### src/rtl/sawc8_pkg.sv
// ----------------------------------------------------------------------------
// sawc8_pkg
// Shared types, codes and crc-8 helpers for the stop-and-wait link endpoint.
// ----------------------------------------------------------------------------
package sawc8_pkg;

  localparam int FRAME_W   = 19;
  localparam int BODY_W    = 11;
  localparam int CRC_W     = 8;
  localparam int BYTE_W    = 8;

  // crc-8 polynomial x^8+x^2+x+1 without the top bit
  localparam logic [CRC_W-1:0] CRC_POLY = 8'h07;

  // frame fields
  localparam logic [1:0] TYPE_CMD  = 2'b00;
  localparam logic [1:0] TYPE_DATA = 2'b01;
  localparam logic [1:0] TYPE_CTRL = 2'b10;
  localparam logic [1:0] TYPE_ACK  = 2'b11;

  localparam logic [BYTE_W-1:0] PAY_START = 8'h00;
  localparam logic [BYTE_W-1:0] PAY_STOP  = 8'h3F;
  localparam logic [BYTE_W-1:0] PAY_ACK   = 8'h41;

  // operation codes of an input word
  localparam logic [1:0] OP_RX      = 2'd0;
  localparam logic [1:0] OP_SEND    = 2'd1;
  localparam logic [1:0] OP_TIMEOUT = 2'd2;

  typedef enum logic [3:0] {
    EV_START    = 4'd0,
    EV_STOP     = 4'd1,
    EV_CONTROL  = 4'd2,
    EV_DUP      = 4'd3,
    EV_REJECTED = 4'd4,
    EV_SENT     = 4'd5,
    EV_ACKED    = 4'd6,
    EV_BAD_ACK  = 4'd7,
    EV_TIMEOUT  = 4'd8,
    EV_BUSY     = 4'd9
  } evt_t;

  // one result word
  typedef struct packed {
    logic               tx_valid;
    logic [FRAME_W-1:0] tx_frame;
    evt_t               event_res;
    logic [1:0]         angle_code;
    logic [5:0]         sample_count;
    logic               awaiting_ack;
  } res_t;

  // crc over an 11-bit frame body, msb first, init zero
  function automatic logic [CRC_W-1:0] crc8_body(input logic [BODY_W-1:0] bits);
    logic [CRC_W-1:0] crc;
    logic             inv;
    crc = '0;
    for (int i = BODY_W - 1; i >= 0; i--) begin
      inv = bits[i] ^ crc[CRC_W-1];
      crc = {crc[CRC_W-2:0], 1'b0} ^ (inv ? CRC_POLY : '0);
    end
    return crc;
  endfunction

  // residue over a whole frame, zero when the frame checks
  function automatic logic [CRC_W-1:0] crc8_frame(input logic [FRAME_W-1:0] bits);
    logic [CRC_W-1:0] crc;
    logic             inv;
    crc = '0;
    for (int i = FRAME_W - 1; i >= 0; i--) begin
      inv = bits[i] ^ crc[CRC_W-1];
      crc = {crc[CRC_W-2:0], 1'b0} ^ (inv ? CRC_POLY : '0);
    end
    return crc;
  endfunction

  // body plus its crc
  function automatic logic [FRAME_W-1:0] make_frame(input logic [BODY_W-1:0] body);
    return {body, crc8_body(body)};
  endfunction

endpackage

### src/rtl/sawc8_engine.sv
// ----------------------------------------------------------------------------
// sawc8_engine
// Protocol state and per-word decision logic: classifies received frames,
// builds ack and data frames and updates the sequence bits on each accepted word.
// ----------------------------------------------------------------------------
module sawc8_engine (
  input  logic                         clk,
  input  logic                         rst_n,
  input  logic                         accept,
  input  logic [1:0]                   op,
  input  logic [sawc8_pkg::FRAME_W-1:0] rx_frame,
  input  logic [sawc8_pkg::BYTE_W-1:0]  tx_byte,
  output sawc8_pkg::res_t              res
);
  import sawc8_pkg::*;

  logic               exp_seq_r, exp_seq_nxt;
  logic               tx_seq_r, tx_seq_nxt;
  logic               waiting_r, waiting_nxt;
  logic [FRAME_W-1:0] held_frame_r, held_frame_nxt;

  logic              rx_seq;
  logic [1:0]        rx_type;
  logic [BYTE_W-1:0] rx_pay;
  logic              rx_ok;
  logic              is_start, is_stop, is_ctrl, is_ack;

  // frame fields and checks
  assign rx_seq   = rx_frame[18];
  assign rx_type  = rx_frame[17:16];
  assign rx_pay   = rx_frame[15:8];
  assign rx_ok    = (crc8_frame(rx_frame) == '0);
  assign is_start = (rx_type == TYPE_CMD) && (rx_pay == PAY_START);
  assign is_stop  = (rx_type == TYPE_CMD) && (rx_pay == PAY_STOP);
  assign is_ctrl  = (rx_type == TYPE_CTRL);
  assign is_ack   = rx_ok && (rx_type == TYPE_ACK) && (rx_pay == PAY_ACK)
                    && (rx_seq == ~tx_seq_r);

  // decision for the current word
  always_comb begin
    exp_seq_nxt      = exp_seq_r;
    tx_seq_nxt       = tx_seq_r;
    waiting_nxt      = waiting_r;
    held_frame_nxt   = held_frame_r;
    res.tx_valid     = 1'b0;
    res.tx_frame     = '0;
    res.event_res    = EV_REJECTED;
    res.angle_code   = 2'd3;
    res.sample_count = '0;
    unique case (op)
      OP_RX: begin
        if (waiting_r) begin
          if (is_ack) begin
            tx_seq_nxt    = ~tx_seq_r;
            waiting_nxt   = 1'b0;
            res.event_res = EV_ACKED;
          end else begin
            res.tx_valid  = 1'b1;
            res.tx_frame  = held_frame_r;
            res.event_res = EV_BAD_ACK;
          end
        end else if (rx_ok && (is_start || is_stop || is_ctrl)) begin
          if (rx_seq == exp_seq_r) begin
            exp_seq_nxt = ~exp_seq_r;
            if (is_start) begin
              res.event_res = EV_START;
            end else if (is_stop) begin
              res.event_res = EV_STOP;
            end else begin
              res.event_res    = EV_CONTROL;
              // 01->0, 10->1, 11->2, 00 wraps to 3
              res.angle_code   = rx_pay[7:6] - 2'd1;
              res.sample_count = rx_pay[5:0];
            end
          end else begin
            res.event_res = EV_DUP;
          end
          res.tx_valid = 1'b1;
          res.tx_frame = make_frame({exp_seq_nxt, TYPE_ACK, PAY_ACK});
        end
      end
      OP_SEND: begin
        if (waiting_r) begin
          res.event_res = EV_BUSY;
        end else begin
          held_frame_nxt = make_frame({tx_seq_r, TYPE_DATA, tx_byte});
          waiting_nxt    = 1'b1;
          res.tx_valid   = 1'b1;
          res.tx_frame   = held_frame_nxt;
          res.event_res  = EV_SENT;
        end
      end
      OP_TIMEOUT: begin
        res.event_res = EV_TIMEOUT;
        if (waiting_r) begin
          res.tx_valid = 1'b1;
          res.tx_frame = held_frame_r;
        end
      end
      default: begin
        res.event_res = EV_REJECTED;
      end
    endcase
    res.awaiting_ack = waiting_nxt;
  end

  // protocol state
  always_ff @(posedge clk) begin
    if (!rst_n) begin
      exp_seq_r <= 1'b0;
      tx_seq_r  <= 1'b0;
      waiting_r <= 1'b0;
    end else if (accept) begin
      exp_seq_r <= exp_seq_nxt;
      tx_seq_r  <= tx_seq_nxt;
      waiting_r <= waiting_nxt;
    end
  end

  // held frame, the whole data frame with its crc
  always_ff @(posedge clk) begin
    if (accept) begin
      held_frame_r <= held_frame_nxt;
    end
  end

  // an outstanding frame is only dropped on an accepted ack
  assert property (@(posedge clk) disable iff (!rst_n)
    (accept && waiting_r) |=> waiting_r || $past(is_ack && op == OP_RX))
    else $error("outstanding frame dropped without an ack");

  // the receive sequence bit only moves on an idle received command or control frame
  assert property (@(posedge clk) disable iff (!rst_n)
    (exp_seq_r != exp_seq_nxt) |-> (op == OP_RX && !waiting_r && rx_ok))
    else $error("receive sequence bit moved on a non-command word");

  // sending while idle always produces a data frame carrying the send bit
  assert property (@(posedge clk) disable iff (!rst_n)
    (op == OP_SEND && !waiting_r) |->
      (res.tx_valid && res.tx_frame[18] == tx_seq_r && res.tx_frame[17:16] == TYPE_DATA))
    else $error("data frame built with wrong header");

endmodule

### src/rtl/sawc8_skid.sv
// ----------------------------------------------------------------------------
// sawc8_skid
// Result register with a skid stage, so a new word is taken while the
// previous result is still held on a stalled output.
// ----------------------------------------------------------------------------
module sawc8_skid (
  input  logic            clk,
  input  logic            rst_n,
  input  logic            in_valid,
  output logic            in_stall,
  input  sawc8_pkg::res_t in_res,
  output logic            out_valid,
  input  logic            out_stall,
  output sawc8_pkg::res_t out_res
);
  import sawc8_pkg::*;

  logic out_valid_r, out_valid_nxt;
  logic skid_valid_r, skid_valid_nxt;
  res_t out_res_r, out_res_nxt;
  res_t skid_res_r, skid_res_nxt;
  logic accept;
  logic out_free;

  assign in_stall  = skid_valid_r;
  assign accept    = in_valid && !skid_valid_r;
  assign out_free  = !out_valid_r || !out_stall;
  assign out_valid = out_valid_r;
  assign out_res   = out_res_r;

  // output and skid slot steering
  always_comb begin
    out_valid_nxt  = out_valid_r;
    skid_valid_nxt = skid_valid_r;
    out_res_nxt    = out_res_r;
    skid_res_nxt   = skid_res_r;
    if (out_free) begin
      if (skid_valid_r) begin
        out_valid_nxt  = 1'b1;
        out_res_nxt    = skid_res_r;
        skid_valid_nxt = 1'b0;
      end else begin
        out_valid_nxt = accept;
        if (accept) begin
          out_res_nxt = in_res;
        end
      end
    end else if (accept) begin
      skid_valid_nxt = 1'b1;
      skid_res_nxt   = in_res;
    end
  end

  always_ff @(posedge clk) begin
    if (!rst_n) begin
      out_valid_r  <= 1'b0;
      skid_valid_r <= 1'b0;
    end else begin
      out_valid_r  <= out_valid_nxt;
      skid_valid_r <= skid_valid_nxt;
    end
  end

  always_ff @(posedge clk) begin
    out_res_r  <= out_res_nxt;
    skid_res_r <= skid_res_nxt;
  end

  // skid only holds a word behind a full output slot
  assert property (@(posedge clk) disable iff (!rst_n)
    skid_valid_r |-> out_valid_r)
    else $error("skid word without an output word ahead of it");

  // skid fills only when the output slot is held
  assert property (@(posedge clk) disable iff (!rst_n)
    (!skid_valid_r && accept && !out_free) |=> skid_valid_r && out_valid_r)
    else $error("word lost behind a stalled output");

  // a freed output slot takes the skid word next
  assert property (@(posedge clk) disable iff (!rst_n)
    (skid_valid_r && out_free) |=> out_valid_r && !skid_valid_r)
    else $error("skid word not moved to output");

endmodule

### src/rtl/stop_and_wait_crc8_link_endpoint.sv
// ----------------------------------------------------------------------------
// stop_and_wait_crc8_link_endpoint
// Alternating-bit stop-and-wait endpoint with crc-8 protected 19-bit frames.
// ----------------------------------------------------------------------------
// Each input word (received frame, send request or ack timeout) yields exactly
// one result word, registered and shown in the cycle after it is taken unless
// an earlier result is still held by a stalled output; a word can be taken in
// every unstalled cycle. All decoding, crc checking and crc generation happen
// in a single pass between the protocol state and the result register, and a
// two-word output buffer keeps input words flowing while one result waits on
// a stalled output. in_stall rises only when both result slots are full.
module stop_and_wait_crc8_link_endpoint (
  input  logic                          clk,
  input  logic                          rst_n,
  input  logic                          in_valid,
  output logic                          in_stall,
  input  logic [1:0]                    in_op,
  input  logic [sawc8_pkg::FRAME_W-1:0] in_rx_frame,
  input  logic [sawc8_pkg::BYTE_W-1:0]  in_tx_byte,
  output logic                          out_valid,
  input  logic                          out_stall,
  output logic                          out_tx_valid,
  output logic [sawc8_pkg::FRAME_W-1:0] out_tx_frame,
  output logic [3:0]                    out_event_res,
  output logic [1:0]                    out_angle_code,
  output logic [5:0]                    out_sample_count,
  output logic                          out_awaiting_ack
);
  import sawc8_pkg::*;

  logic accept;
  res_t eng_res;
  res_t out_res;

  assign accept = in_valid && !in_stall;

  // protocol decisions
  sawc8_engine u_engine (
    .clk      (clk),
    .rst_n    (rst_n),
    .accept   (accept),
    .op       (in_op),
    .rx_frame (in_rx_frame),
    .tx_byte  (in_tx_byte),
    .res      (eng_res)
  );

  // result register and skid stage
  sawc8_skid u_skid (
    .clk       (clk),
    .rst_n     (rst_n),
    .in_valid  (in_valid),
    .in_stall  (in_stall),
    .in_res    (eng_res),
    .out_valid (out_valid),
    .out_stall (out_stall),
    .out_res   (out_res)
  );

  assign out_tx_valid     = out_res.tx_valid;
  assign out_tx_frame     = out_res.tx_frame;
  assign out_event_res    = out_res.event_res;
  assign out_angle_code   = out_res.angle_code;
  assign out_sample_count = out_res.sample_count;
  assign out_awaiting_ack = out_res.awaiting_ack;

  // no frame content without a send
  assert property (@(posedge clk) disable iff (!rst_n)
    (out_valid && !out_tx_valid) |-> (out_tx_frame == '0))
    else $error("frame bits set on a word with nothing to send");

  // an accepted ack always clears the wait, a sent frame always sets it
  assert property (@(posedge clk) disable iff (!rst_n)
    out_valid |-> ((out_event_res != EV_ACKED) || !out_awaiting_ack)
                  && ((out_event_res != EV_SENT) || (out_awaiting_ack && out_tx_valid)))
    else $error("wait flag inconsistent with event");

  // busy is only reported while a frame is outstanding
  assert property (@(posedge clk) disable iff (!rst_n)
    (out_valid && out_event_res == EV_BUSY) |-> (out_awaiting_ack && !out_tx_valid))
    else $error("busy reported with no outstanding frame");

endmodule
### config.mk
export PLATFORM = sky130hd
export DESIGN_NAME = stop_and_wait_crc8_link_endpoint
export DESIGN_NICKNAME = d
export VERILOG_FILES = /design/src/rtl/sawc8_pkg.sv /design/src/rtl/sawc8_engine.sv /design/src/rtl/sawc8_skid.sv /design/src/rtl/stop_and_wait_crc8_link_endpoint.sv
export SDC_FILE = /design/constraint.sdc
export NUM_CORES = 1
export LEC_CHECK = 0
export BUFFER_PORTS_ARGS = -buffer_cell sky130_fd_sc_hd__buf_2
export CORE_MARGIN = 3
export CORE_UTILIZATION = 57
export DETAILED_ROUTE_END_ITERATION = 12
export PLACE_DENSITY = 0.8
export SYNTH_ARGS = -nofsm -noshare
export SYNTH_HDL_FRONTEND = slang
export SYNTH_HIERARCHICAL = 1
export SYNTH_SLANG_ARGS = --single-unit
### constraint.sdc
create_clock -name clk -period 4.8 [get_ports clk]
set_input_delay 0.24 -clock clk [delete_from_list [all_inputs] [get_ports clk]]
set_output_delay 0.24 -clock clk [all_outputs]
set_load 0.01 [all_outputs]
Word level (Yosys, flattened, before mapping) --
Cells that the tools add are included.
Cells by class: add/sub/neg operators 1, eq/ne operators 8, mux-type cells 68, bitwise logic cells 69, reductions and logical operators 24
Operators by type and width (number):
- $xor 8x8->8 | 38
- $mux 3 | 41
- $mux 33 | 2
- $mux 20 | 3
- $pmux 20 s3 | 1
- $mux 8 | 5
- $mux 32 | 1
- $xor 1x1->1 | 25
- $mux 24 | 1
- $logic_not 8->1 | 2
- $mux 4 | 3
- $pmux 4 s3 | 1
- $eq 8x6->1 const B | 1
- $eq 8x7->1 const B | 1
- $mux 1 | 8
- $reduce_and 4->1 | 2
- $logic_and 1x1->1 | 7
- $eq 2x2->1 const B | 3
- $not 1->1 | 5
- $logic_not 2->1 | 2
- $reduce_and 2->1 | 2
- $logic_not 1->1 | 3
- $logic_or 1x1->1 | 3
- $reduce_and 3->1 | 1
- other kinds (8) | 9
Storage, ports and cells: register bits after elaboration 88, word-level logic and storage cells 188

Logic depth before layout (Yosys ltp) --
word-level depth 84, mapped depth 11, depth with buffers taken out 9

Modules after synthesis --
Netlist, hierarchy kept.
Modules (own cells, without submodules):
- sawc8_skid | times used 1, cells each 111, area an instance 2617.5 µm², seq. area each 2021.9 µm²
- sawc8_engine | times used 1, cells each 183, area an instance 1835.5 µm², seq. area each 570.5 µm²
- stop_and_wait_crc8_link_endpoint | times used 1, cells each 1, area an instance 13.8 µm², seq. area each 0.0 µm²

Worst setup path before layout --
Ideal clock, no wire load.
path kind register to register, from register u_skid.skid_valid_r (netlist: u_skid/in_stall), to register u_skid/skid_res_r[0] (netlist bit), enable pin, data arrival time 3.139 ns, required time 4.329 ns, setup slack 1.190 ns, cell stages (with the launch flop) 4, buffers on the path 2, cell sequence dfxtp_1 buf_6 buf_12 nor3b_1
Between the ends: word-level cells in the longest chain between the ends 3
RTL lines:
- start, declared | RTL line sawc8_skid.sv:19 | logic skid_valid_r, skid_valid_nxt;
- start signal, assigned | RTL line sawc8_skid.sv:60 | skid_valid_r <= skid_valid_nxt;
- $logic_not 1->1 | RTL line sawc8_skid.sv:26 | assign accept = in_valid && !skid_valid_r;
- $logic_and 1x1->1 | RTL line sawc8_skid.sv:26
- $reduce_and 2->1 (no line)
- end signal, assigned | RTL line sawc8_skid.sv:66 | skid_res_r <= skid_res_nxt;
- end, declared | RTL line sawc8_skid.sv:21 | res_t skid_res_r, skid_res_nxt;
No other way between the ends. A chain may end at the register's enable or synchronous reset.

==> out/results.tsv <==
stage	metric	value	unit
routing	route.detailed.drc	0	
power	p_comb_share	14.8	%
floorplan	coreArea	0.00741	mm²
routing	finalWirelength	7.93	mm
worst_setup_path	end_kind	flop	
global_route	overflow	0	
flow_run	drv_cap	0	
power	leakage	1.92	nW
cells_and_area	final_util	67.8	%
clock_network	cts_tree	done	
sta	setup_viol	0	
clock_network	htreeDepth	3	
sta	tightestPinTransition	1.12	ns
routing	num_vias	2620	
power	power_switching	0.000430	W
min_path	min_path_type	input pin to flop	
clock_network	cts_root_buf	clkbuf_8	
power	ir_drop	0.000160	V
worst_setup_path	critPathSlowestCell	or4b_4	
outcome	run_status	finished clean	
global_route	antenna_found_initial	0	
place	hpwl	5.52	mm
routing	wire_per_inst	17.1	µm
cells_and_area	n_antenna_cell	0	
routing	drt_iter0_markers	219	
cells_and_area	layout_commonest_cell	edfxtp_1	
sta	fin_skew	0.0111	ns
worst_setup_path	crit_chain	buf_2 -> xor3_2 -> xnor3_1 -> or4b_4 -> a211oi_4 -> a211oi_2 -> a221o_1 -> mux2_4	
power	power_density	324	mW/mm²
place	portBuffers	67	
worst_setup_path	max_stage_delay	0.60	ns
clock_network	cts.sinks	88	
cells_and_area	design_area	0.00503	mm²
logic_synthesis	ys_seq_area_share	58.0	%
global_route	met2_usage	28.7	%
sta	max-slew-margin-rel	24.9	%
floorplan	die_area	0.00893	mm²
clock_network	cts_max_path_buffers	2	
logic_synthesis	syn_nets	333	
floorplan	io_pins	68	
sta	rsz0062_at_grt	false	
global_route	grt_pass1_vias	2534	
power	swShare	26.4	%
worst_setup_path	path_buf_inv	1	
worst_setup_path	worstSetupPathType	input pin to flop	
cells_and_area	syn2layout_area_growth	12.5	%
logic_synthesis	synth_top_area_share	55.8	%
place	dp.cells	448	
global_route	top_usage_layer	met2	
logic_synthesis	yosysWarnings	6	
sta	max_freq	318	MHz
floorplan	initial_core_util	60.3	%
floorplan	floorplan.die.width	94.5	µm
global_route	grt_use_met3	4.46	%
logic_synthesis	async_flop_share	0	%
cells_and_area	nets	398	
worst_setup_path	worstPathArrival	3.27	ns
logic_synthesis	yosys.area.top_type	edfxtp_1	
power	power.internal	0.00120	W
floorplan	rows	31	
routing	ant_nets	0	
global_route	grt_pass1_wl	12.9	mm
place	dpl-instance-area	0.00483	mm²
sta	report.final.hold_viol_count	0	
cells_and_area	final_cells	464	
logic_synthesis	postSynthAreaPerCell	15.1	µm²
worst_setup_path	cpLargestDelayFamily	compound AO/OA/AOI/OAI gates	
logic_synthesis	synth_seq_cells	88	
sta	slew_violations	0	
logic_synthesis	synthCells	295	
global_route	gr-usage-all-layers	19.2	%
logic_synthesis	synth_cell_types	48	
sta	setup_tns	0	ns
logic_synthesis	synth-edff-count	83	
logic_synthesis	synth_ff_type	edfxtp_1	
floorplan	die_h	94.5	µm
routing	via_per_inst	5.65	
logic_synthesis	synth_area_leaders	edfxtp_1 (56%), mux2_4 (9.4%), xnor2_1 (4.7%)	
clock_network	clkSlewWorstSetupHoldPaths	0.10	ns
cells_and_area	layout_common_cells	edfxtp_1 (83), buf_2 (67), mux2_4 (28), xnor2_1 (24), nand2_1 (12)	
cells_and_area	drive_gt1_share	35.9	%
place	place_congestion	0.851	
clock_network	ctsResizeCount	0	
cells_and_area	nFillCells	528	
power	pwr-share-seq	54.8	%
sta	min_period	3.14	ns
global_route	grt_max_degree	38	
power	p_clk_share	30.5	%
worst_setup_path	startpoint_type	input pin	
clock_network	cts_setup_buffers	0	
clock_network	numCtsBuffers	9	
worst_setup_path	worst_ep_required_time	4.93	ns
clock_network	clock_latency	0.36	ns
worst_setup_path	worstPathMaxFanout	14	
sta	fin_crit_sh	65.5	%
logic_synthesis	synth_area	0.00447	mm²
global_route	met1_usage	27.1	%
routing	dr.pass1.iters	5	
clock_network	hold_buffers	0	
cell type report:
class	count	area, µm²	area share (%)
clock buffers	9	124	2.46
clock inverters	7	71.3	1.42
inverters	10	37.5	0.747
multi-input cells	181	1720	34.2
flip-flops and latches	88	2590	51.6
well taps	99	124	2.46
repair buffers	70	358	7.12
power groups by stage:
stage          Sequential (W)  Clock (W)  Combinational, W
5_1_grt              0.000895   0.000543          0.000262
3_3_place_gp         0.000908          0          0.000234
2_1_floorplan        0.000921          0          0.000159
3_5_place_dp         0.000910          0          0.000242
6_report             0.000892   0.000496          0.000241
4_1_cts              0.000892   0.000509          0.000242
Yosys cell counts (all sizes together), types with 2 or more instances:
cell type	count
edfxtp	83
mux2	33
xnor2	24
nand2	12
inv	10
nor3	9
a22o	8
and2	8
buf	8
clkbuf	8
o21ai	8
xor2	8
a221o	7
a31oi	6
nand3	6
xnor3	6
dfxtp	5
ha	5
nor2	5
a21oi	4
nand2b	4
and3	3
or4	3
a211oi	2
nand4	2
nor3b	2
cell families (layout without fill, tap and decap cells):
family / Yosys count / in the layout / share of synthesized area [%]
AND/OR/NAND/NOR: 60 / 60 / 7.98
buffers and inverters: 26 / 96 / 3.87
AO/OA/AOI/OAI: 43 / 43 / 7.96
adder cells (fa/ha/maj): 5 / 5 / 1.40
XOR/XNOR: 39 / 39 / 9.86
multiplexers: 34 / 34 / 10.9
flip-flops: 88 / 88 / 58.0
registers in the layout, indices dropped and copies added, names as in the netlist:
signal                 count
u_engine/exp_seq_r         1
u_engine/held_frame_r     17
u_engine/tx_seq_r          1
u_engine/waiting_r         1
u_skid/in_stall            1
u_skid/out_res            33
u_skid/out_valid           1
u_skid/skid_res_r         33
layer usage:
metal | routed length (µm) | part of all wire (%)
met4 | 72 | 0.91
met5 | 0 | 0
met3 | 486 | 6.1
met1 | 3620 | 46
met2 | 3750 | 47
worst paths after layout:
path / from / end / slack [ns] / cells after the start
hold reg to reg: u_skid/skid_res_r[22] / u_skid/out_res[22] / 0.55 / 1
setup reg to reg: u_engine/tx_seq_r / u_skid/out_res[13] / 1.91 / 7
hold / removal: in_tx_byte[3] / u_engine/held_frame_r[11] / 0.13 / 1
setup / recovery: in_rx_frame[18] / u_skid/out_res[13] / 1.66 / 8
through the flow:
stage	hold WS [ns]	setup WS [ns]	power [W]
2_1_floorplan	0.339	1.19	0.00108
3_3_place_gp	0.492	1.35	0.00114
3_5_place_dp	0.494	1.26	0.00115
4_1_cts	0.113	1.67	0.00164
5_1_grt	0.109	1.56	0.00170
6_report	0.126	1.66	0.00163
(Power assumes the default switching activity.)
